`config.mk`:
```
export PLATFORM = sky130hd
export DESIGN_NAME = u8250_core
export DESIGN_NICKNAME = d
export VERILOG_FILES = /design/src/hw/rtl/u8250_pkg.sv /design/src/hw/rtl/u8250_core.sv
export SDC_FILE = /design/constraint.sdc
export NUM_CORES = 1
export LEC_CHECK = 0
export BUFFER_PORTS_ARGS = -buffer_cell sky130_fd_sc_hd__buf_2
export CELL_PAD_IN_SITES_DETAIL_PLACEMENT = 0
export CELL_PAD_IN_SITES_GLOBAL_PLACEMENT = 1
export CORE_MARGIN = 2
export CORE_UTILIZATION = 45
export CTS_CLUSTER_SIZE = 12
export DETAILED_ROUTE_END_ITERATION = 10
export PLACE_DENSITY_LB_ADDON = 0.1
export SLEW_MARGIN = 5
export SYNTH_ARGS = -nofsm -noshare
export SYNTH_HDL_FRONTEND = slang
export SYNTH_SLANG_ARGS = --single-unit
export TNS_END_PERCENT = 5
```
`constraint.sdc`:
```
create_clock -name clk -period 4.3 [get_ports clk]
set_input_delay 0 -clock clk [delete_from_list [all_inputs] [get_ports clk]]
set_output_delay 0 -clock clk [all_outputs]
set_load 0.05 [all_outputs]
```
`src/hw/rtl/u8250_pkg.sv`:
```
// Types and constants of the 8250-style UART register model.
// No dependencies; used by the core, the top level and the testbench.
package u8250_pkg;

  typedef enum logic [1:0] {
    OP_READ  = 2'd0,
    OP_WRITE = 2'd1,
    OP_RX    = 2'd2,
    OP_NONE  = 2'd3
  } op_t;

  // Register offsets
  localparam logic [2:0] REG_DATA = 3'd0;  // RBR / THR / DLL
  localparam logic [2:0] REG_IER  = 3'd1;  // IER / DLM
  localparam logic [2:0] REG_IIR  = 3'd2;  // IIR (read) / FCR (write)
  localparam logic [2:0] REG_LCR  = 3'd3;
  localparam logic [2:0] REG_MCR  = 3'd4;
  localparam logic [2:0] REG_LSR  = 3'd5;
  localparam logic [2:0] REG_MSR  = 3'd6;
  localparam logic [2:0] REG_SCR  = 3'd7;

  localparam logic [3:0] ACCESS_ONE     = 4'd1;
  localparam logic [7:0] LCR_RESET      = 8'h03;
  localparam logic [7:0] IIR_RDA        = 8'hC4;
  localparam logic [7:0] IIR_THRE       = 8'hC2;
  localparam logic [7:0] IIR_NONE       = 8'hC1;
  localparam logic [7:0] LSR_BASE       = 8'h60;
  localparam logic [7:0] MSR_VALUE      = 8'h90;
  localparam int         DLAB_BIT       = 7;
  localparam int         FCR_RX_CLR_BIT = 1;
  localparam int         IER_RDA_BIT    = 0;
  localparam int         IER_THRE_BIT   = 1;

  typedef struct packed {
    logic [7:0] rx_char;
    logic [7:0] write_value;
    logic [3:0] access_bytes;
    logic [2:0] reg_offset;
    op_t        op;
  } req_t;

  // Packed lowest field last, so it maps straight onto tdata.
  typedef struct packed {
    logic       rx_dropped;
    logic       irq_pending;
    logic [7:0] tx_byte;
    logic       tx_valid;
    logic       access_ok;
    logic [7:0] read_value;
  } result_t;

  typedef struct packed {
    logic    from_fifo;  // read_value comes from the FIFO read port
    result_t res;
  } stage_t;

endpackage

```
`src/hw/rtl/u8250_core.sv`:
```
// Register file, FIFO pointers and request decode of the UART model.
// Depends on u8250_pkg; drives the FIFO storage RAM in the top level.
module u8250_core #(
  parameter int RX_DEPTH = 16
) (
  input  logic                     clk,
  input  logic                     rst,
  input  logic                     in_accept,
  input  u8250_pkg::req_t          req,
  input  logic                     s1_advance,
  output logic                     s1_valid,
  output u8250_pkg::stage_t        s1,
  output logic                     ram_we,
  output logic [(RX_DEPTH > 1 ? $clog2(RX_DEPTH) : 1)-1:0] ram_waddr,
  output logic [7:0]               ram_wdata,
  output logic                     ram_re,
  output logic [(RX_DEPTH > 1 ? $clog2(RX_DEPTH) : 1)-1:0] ram_raddr
);

  localparam int PTR_W = RX_DEPTH > 1 ? $clog2(RX_DEPTH) : 1;
  localparam int CNT_W = $clog2(RX_DEPTH + 1);
  localparam logic [PTR_W-1:0] PTR_LAST = PTR_W'(RX_DEPTH - 1);
  localparam logic [CNT_W-1:0] CNT_FULL = CNT_W'(RX_DEPTH);

  logic [7:0]       divisor_low, divisor_low_next;
  logic [7:0]       divisor_high, divisor_high_next;
  logic [7:0]       int_enable, int_enable_next;
  logic [7:0]       line_control, line_control_next;
  logic [7:0]       modem_control, modem_control_next;
  logic             tx_empty, tx_empty_next;
  logic [PTR_W-1:0] rx_head, rx_head_next;
  logic [PTR_W-1:0] rx_tail, rx_tail_next;
  logic [CNT_W-1:0] rx_count, rx_count_next;

  logic             dlab, fifo_ne, fifo_full;
  logic             is_rd, is_wr, is_rx, pop;
  logic [7:0]       iir_now;
  u8250_pkg::stage_t st;

  assign dlab      = line_control[u8250_pkg::DLAB_BIT];
  assign fifo_ne   = (rx_count != '0);
  assign fifo_full = (rx_count == CNT_FULL);

  assign is_rd = (req.op == u8250_pkg::OP_READ) && (req.access_bytes == u8250_pkg::ACCESS_ONE);
  assign is_wr = (req.op == u8250_pkg::OP_WRITE) && (req.access_bytes == u8250_pkg::ACCESS_ONE)
                 && (req.reg_offset <= u8250_pkg::REG_MCR);
  assign is_rx = (req.op == u8250_pkg::OP_RX);
  assign pop   = is_rd && (req.reg_offset == u8250_pkg::REG_DATA) && !dlab && fifo_ne;

  always_comb begin
    if (int_enable[u8250_pkg::IER_RDA_BIT] && fifo_ne) begin
      iir_now = u8250_pkg::IIR_RDA;
    end else if (int_enable[u8250_pkg::IER_THRE_BIT] && tx_empty) begin
      iir_now = u8250_pkg::IIR_THRE;
    end else begin
      iir_now = u8250_pkg::IIR_NONE;
    end
  end

  // FIFO storage ports
  assign ram_we    = in_accept && is_rx && !fifo_full;
  assign ram_waddr = rx_tail;
  assign ram_wdata = req.rx_char;
  assign ram_re    = in_accept && pop;
  assign ram_raddr = rx_head;

  // Next state
  always_comb begin
    divisor_low_next   = divisor_low;
    divisor_high_next  = divisor_high;
    int_enable_next    = int_enable;
    line_control_next  = line_control;
    modem_control_next = modem_control;
    tx_empty_next      = tx_empty;
    rx_head_next       = rx_head;
    rx_tail_next       = rx_tail;
    rx_count_next      = rx_count;
    if (is_rd) begin
      if (pop) begin
        rx_head_next  = (rx_head == PTR_LAST) ? '0 : rx_head + PTR_W'(1);
        rx_count_next = rx_count - CNT_W'(1);
      end
      if (req.reg_offset == u8250_pkg::REG_IIR) begin
        tx_empty_next = 1'b0;
      end
    end else if (is_wr) begin
      unique case (req.reg_offset)
        u8250_pkg::REG_DATA: begin
          if (dlab) begin
            divisor_low_next = req.write_value;
          end else begin
            tx_empty_next = 1'b1;
          end
        end
        u8250_pkg::REG_IER: begin
          if (dlab) begin
            divisor_high_next = req.write_value;
          end else begin
            int_enable_next = req.write_value;
          end
        end
        u8250_pkg::REG_IIR: begin
          if (req.write_value[u8250_pkg::FCR_RX_CLR_BIT]) begin
            rx_head_next  = '0;
            rx_tail_next  = '0;
            rx_count_next = '0;
          end
        end
        u8250_pkg::REG_LCR: line_control_next  = req.write_value;
        default:            modem_control_next = req.write_value;
      endcase
    end else if (is_rx && !fifo_full) begin
      rx_tail_next  = (rx_tail == PTR_LAST) ? '0 : rx_tail + PTR_W'(1);
      rx_count_next = rx_count + CNT_W'(1);
    end
  end

  // Result fields
  always_comb begin
    st = '0;
    st.from_fifo = pop;
    if (is_rd) begin
      st.res.access_ok = 1'b1;
      unique case (req.reg_offset)
        u8250_pkg::REG_DATA: st.res.read_value = dlab ? divisor_low : 8'h00;
        u8250_pkg::REG_IER:  st.res.read_value = dlab ? divisor_high : int_enable;
        u8250_pkg::REG_IIR:  st.res.read_value = iir_now;
        u8250_pkg::REG_LCR:  st.res.read_value = line_control;
        u8250_pkg::REG_MCR:  st.res.read_value = modem_control;
        u8250_pkg::REG_LSR:  st.res.read_value = u8250_pkg::LSR_BASE | {7'd0, fifo_ne};
        u8250_pkg::REG_MSR:  st.res.read_value = u8250_pkg::MSR_VALUE;
        u8250_pkg::REG_SCR:  st.res.read_value = 8'h00;
        default:             st.res.read_value = 8'h00;
      endcase
    end else if (is_wr) begin
      st.res.access_ok = 1'b1;
      if (req.reg_offset == u8250_pkg::REG_DATA && !dlab) begin
        st.res.tx_valid = 1'b1;
        st.res.tx_byte  = req.write_value;
      end
    end else if (is_rx) begin
      st.res.access_ok  = !fifo_full;
      st.res.rx_dropped = fifo_full;
    end
    // interrupt line as it stands after this request
    st.res.irq_pending =
      (int_enable_next[u8250_pkg::IER_RDA_BIT] && (rx_count_next != '0)) ||
      (int_enable_next[u8250_pkg::IER_THRE_BIT] && tx_empty_next);
  end

  always_ff @(posedge clk) begin
    if (rst) begin
      divisor_low   <= '0;
      divisor_high  <= '0;
      int_enable    <= '0;
      line_control  <= u8250_pkg::LCR_RESET;
      modem_control <= '0;
      tx_empty      <= 1'b0;
      rx_head       <= '0;
      rx_tail       <= '0;
      rx_count      <= '0;
      s1_valid      <= 1'b0;
    end else begin
      if (in_accept) begin
        divisor_low   <= divisor_low_next;
        divisor_high  <= divisor_high_next;
        int_enable    <= int_enable_next;
        line_control  <= line_control_next;
        modem_control <= modem_control_next;
        tx_empty      <= tx_empty_next;
        rx_head       <= rx_head_next;
        rx_tail       <= rx_tail_next;
        rx_count      <= rx_count_next;
        s1_valid      <= 1'b1;
      end else if (s1_advance) begin
        s1_valid      <= 1'b0;
      end
    end
  end

  always_ff @(posedge clk) begin
    if (in_accept) begin
      s1 <= st;
    end
  end

endmodule

```
==> results <==
- The flow ran to the end, and the final reports show no timing, DRC or antenna violations.
- Leaving out fill and tap cells, the most frequent cell in the layout is nor2_1.
- Each instance of the synthesized netlist takes up on average 9.18 sq um.
- The detailed-route vias per instance is 5.66.
- The number of top-level pins is 69.
- The number of nets in the synthesized netlist is 451.
- The largest delay contributor family on the critical path is simple AND/OR/NAND/NOR gates.
- The count of endpoints failing hold in the final timing report is 0.
- The distinct cell type count after synthesis is 62.
- The multi-input combinational cells in the finished layout cover a total of 1900 sq um.
- Of the cells placed in the final design, the portion with a size suffix greater than 1 is 0.184.
- The clock latency at the later pin of the worst-skew pair is 0.37 ns.
- In the final routed layout, each cell accounts on average for 16.8 um.
- The tree built by TritonCTS fans out to 76 sinks.
- The slowest stage of the critical path is the or4b_1 cell.
- The tightest min-delay check is of the input pin to primary output type.
- The number of global-route vias before repair is 2838.
- The primary flip-flop cell chosen by synthesis mapping is dfxtp_1.
- Detailed placement finished with a half-perimeter wire length of 6.29 mm.
- The floorplan die area is 9280 sq um.
- The number of enable flip-flop cells after synthesis is 21.
- The area of all placed cells without fillers is 4340 sq um.
- Clock-pin slew was measured on the worst setup and hold paths at 0.10 ns.
- The proportion of power drawn by the clock network is 0.368.
- The height of the chip is 96.3 um.
- The area used by sequential logic in the layout is 1730 sq um.
- Counting flops with an async set or reset pin after synthesis yields a share of 0.
- The area of placed instances is 4060 sq um.
- The relative max-transition margin is 0.314.
- The pin count of the biggest net entering global routing is 56.
- In the global route stage, overall resource usage came out at 0.215.
- The detail route stage leaves a number of antenna-violating nets equal to 0.
- The weighted congestion at the end of routability-driven global placement is 0.860.
- Input and output buffers added on the ports amount to 52.
- The CTS tree is yes.
- The tool flagged a number of max-cap violations equal to 0.
- The hold-fix buffer count after cts is 9.
- The cell-internal power is 0.00101 W.
- The routed design could run at a clock period as short as 2.51 ns.
- The critical path data arrival time is 2.62 ns.
- CTS placed an instance of clkbuf_8 at the clock tree root.
- After filler insertion, the fill cell instance count of the layout stands at 809.
- Of the total power, combinational logic draws 0.109.
- Dividing the final minimum period by the clock period gives 0.583.
- Of the total power, the share spent switching nets is 0.299.
- The part of the power in registers is 0.523.
- The power dissipated by switching net loads is 0.000431 W.
- Derived from the worst setup path, the maximum achievable clock frequency is 0.399 GHz.
- The slew at the pin with the worst max-slew slack is 1.03 ns.
- The number of warnings reported in the yosys synthesis log is 0.
- The tightest hold margin is 0.0000193 ns.
- The peak fanout along the critical path is 6.
- The class of the most critical setup path is register to register.
- After synthesis the netlist holds a flip-flop and latch count of 76.
- The part of the Yosys area used for sequential elements is 0.451.
- The synthesized netlist cell count is 418.
- The first-pass detailed-route iteration total is 4.
- For this design the static power due to leakage is 1.67 nW.
- The number of max-slew violations in the final report is 0.
- The die is 96.3 um wide.
- Compared with the post-synthesis result, the final layout area differs by 13.0%.
- The H-tree was split into 3 levels.
- Setup violations remaining at the end of the flow were counted as 0.
- The count of cells resized by post-cts repair is 0.
- The final total negative setup slack is 0 ns.
- Setup repair after global routing left no endpoint under its margin.
- The peak per-stage delay on the critical path is 0.54 ns.
- The starting DRC count in detailed routing is 156.
- The total via count after detailed routing is 3204.
- The initial core utilization is 0.465.
- After synthesis the cells add up to 3840 sq um.
- The number of antenna violations at the first check in global routing is 0.
- The maximum vdd drop is 0.144 mV.
- The maximum clock skew at final layout is 0.0141 ns.
- Summed over all layers, the routed wires come to 9.53 mm.
- The first-pass GRT wire length is 15.0 mm.
- The total area inside the core boundary comes to 8260 sq um.
- The endpoint kind of the worst setup timing path is a register.
- In this run the post-CTS setup repair buffer count came out at 0.
- The DRC violations left is 0.
- Dividing total power by cell area gives a power density of 332 nW/um^2.
- The final global-route overflow total is 0.
- The worst setup path is launched from a register.
- Traced cell by cell, the critical path runs through inv_1, ha_1, or4b_1, and4_1, or3_1, a22oi_1, a41oi_1.
- In this run the deepest clock path goes through 2 buffers.
- Leaving out fill and tap cells, the most frequent cells in the layout are nor2_1, dfxtp_1, buf_2.
- At the end of the flow the core is filled with cells to 0.525.
- The placement row count is 33.
- The number of buffers inserted during clock tree synthesis is 9.
- Data on the critical path is required at its endpoint by 4.41 ns.
- Together, buffers and inverters on the worst path number 1.
- The number of nets in the layout is 489.
- The antenna cell count is 0.
worst register-to-register path, cell delays in order, from the launching register on:
cell and delay (ns):
dfxtp_1 0.37, inv_1 0.09, ha_1 0.24, or4b_1 0.54, and4_1 0.28, or3_1 0.38, a22oi_1 0.21, a41oi_1 0.13
power by group through the flow:
stage | clock [W] | combinational (W) | sequential (W)
finish | 0.000529 | 0.000157 | 0.000752
global route | 0.000570 | 0.000170 | 0.000755
CTS | 0.000537 | 0.000157 | 0.000752
detailed placement | 0 | 0.000150 | 0.000769
global placement | 0 | 0.000151 | 0.000769
floorplan | 0 | 0.0000860 | 0.000805
path summary, 6_finish.rpt:
path	endpoint	cells past startpoint	startpoint	slack (ns)
max	s1[18]$_DFFE_PP_	7	rx_count[0]$_SDFFE_PP0P_	1.79
min	ram_wdata[1]	0	req[18]	0.00002
max reg2reg	s1[18]$_DFFE_PP_	7	rx_count[0]$_SDFFE_PP0P_	1.79
min reg2reg	divisor_high[6]$_SDFFE_PP0P_	2	divisor_high[6]$_SDFFE_PP0P_	0.45
cell type report:
| class | count | area share |
|---|---|---|
| Multi-Input combinational cell | 298 | 0.438 |
| Clock inverter | 7 | 0.0133 |
| Inverter | 9 | 0.00779 |
| Sequential cell | 76 | 0.399 |
| Timing Repair Buffer | 62 | 0.0825 |
| Clock buffer | 9 | 0.0286 |
| Tap cell | 105 | 0.0303 |
kinds of logic (layout without fill, tap and decap cells):
logic type / Yosys count / in the layout / synth area share
AND/OR/NAND/NOR: 168 / 168 / 0.237
AO/OA/AOI/OAI: 92 / 92 / 0.156
flip-flops: 76 / 76 / 0.451
buffers and inverters: 44 / 87 / 0.0538
multiplexers: 34 / 34 / 0.0897
adder cells (fa/ha/maj): 4 / 4 / 0.0130
cells in the mapped netlist (2+ instances only):
cell / number / area (sq um)
nand3_1: 7 / 35.0
nand4_1: 4 / 25.0
o211ai_1: 2 / 15.0
or3_1: 2 / 12.5
a31oi_1: 5 / 31.3
nor3_1: 4 / 20.0
nor4b_1: 2 / 17.5
o31ai_1: 3 / 22.5
or2_2: 2 / 12.5
a211o_1: 2 / 17.5
and2_1: 9 / 56.3
o21ai_0: 15 / 75.1
nand2b_1: 3 / 18.8
buf_1: 2 / 7.51
nor3b_1: 4 / 30.0
or4_1: 3 / 22.5
o22ai_1: 4 / 25.0
nand3b_1: 2 / 15.0
a2111oi_0: 2 / 17.5
nand2_1: 38 / 143
and3b_1: 2 / 17.5
and3_1: 7 / 43.8
nor2b_1: 6 / 37.5
a22oi_1: 10 / 75.1
nor2_1: 57 / 214
dfxtp_1: 55 / 1100
a211oi_1: 2 / 15.0
inv_1: 9 / 33.8
a21oi_1: 33 / 165
buf_2: 3 / 15.0
or3b_2: 2 / 17.5
or4b_1: 4 / 40.0
buf_4: 8 / 60.1
mux2_2: 3 / 33.8
o221ai_1: 2 / 17.5
clkbuf_1: 21 / 78.8
edfxtp_1: 21 / 631
mux2i_1: 31 / 310
ha_1: 4 / 50.1
flip-flops by register name (all words and copies together), names as in the netlist:
name,cells
divisor_high,8
s1,21
divisor_low,8
ram_raddr,4
rx_count,5
ram_waddr,4
int_enable,8
line_control,8
s1_valid,1
modem_control,8
tx_empty,1
per-layer routing:
metal | global-route usage | vias to the layer above | share of wire | wire, um
met3 | 0.0470 | 15 | 0.064 | 605
li1 | - | 1583 | - | -
met2 | 0.316 | 120 | 0.43 | 4070
met1 | 0.313 | 1486 | 0.50 | 4730
met4 | 0.0692 | 0 | 0.013 | 128
met5 | 0 | - | 0 | 0
through the flow:
stage | cells | total power (W) | setup WS [ns]
finish | 566 | 0.00144 | 1.79
global route | 566 | 0.00150 | 1.68
CTS | 566 | 0.00145 | 1.82
detailed placement | 541 | 0.000919 | 1.83
global placement | 541 | 0.000919 | 1.90
floorplan | 418 | 0.000891 | 2.04
Power figures use the tool's default switching activity.
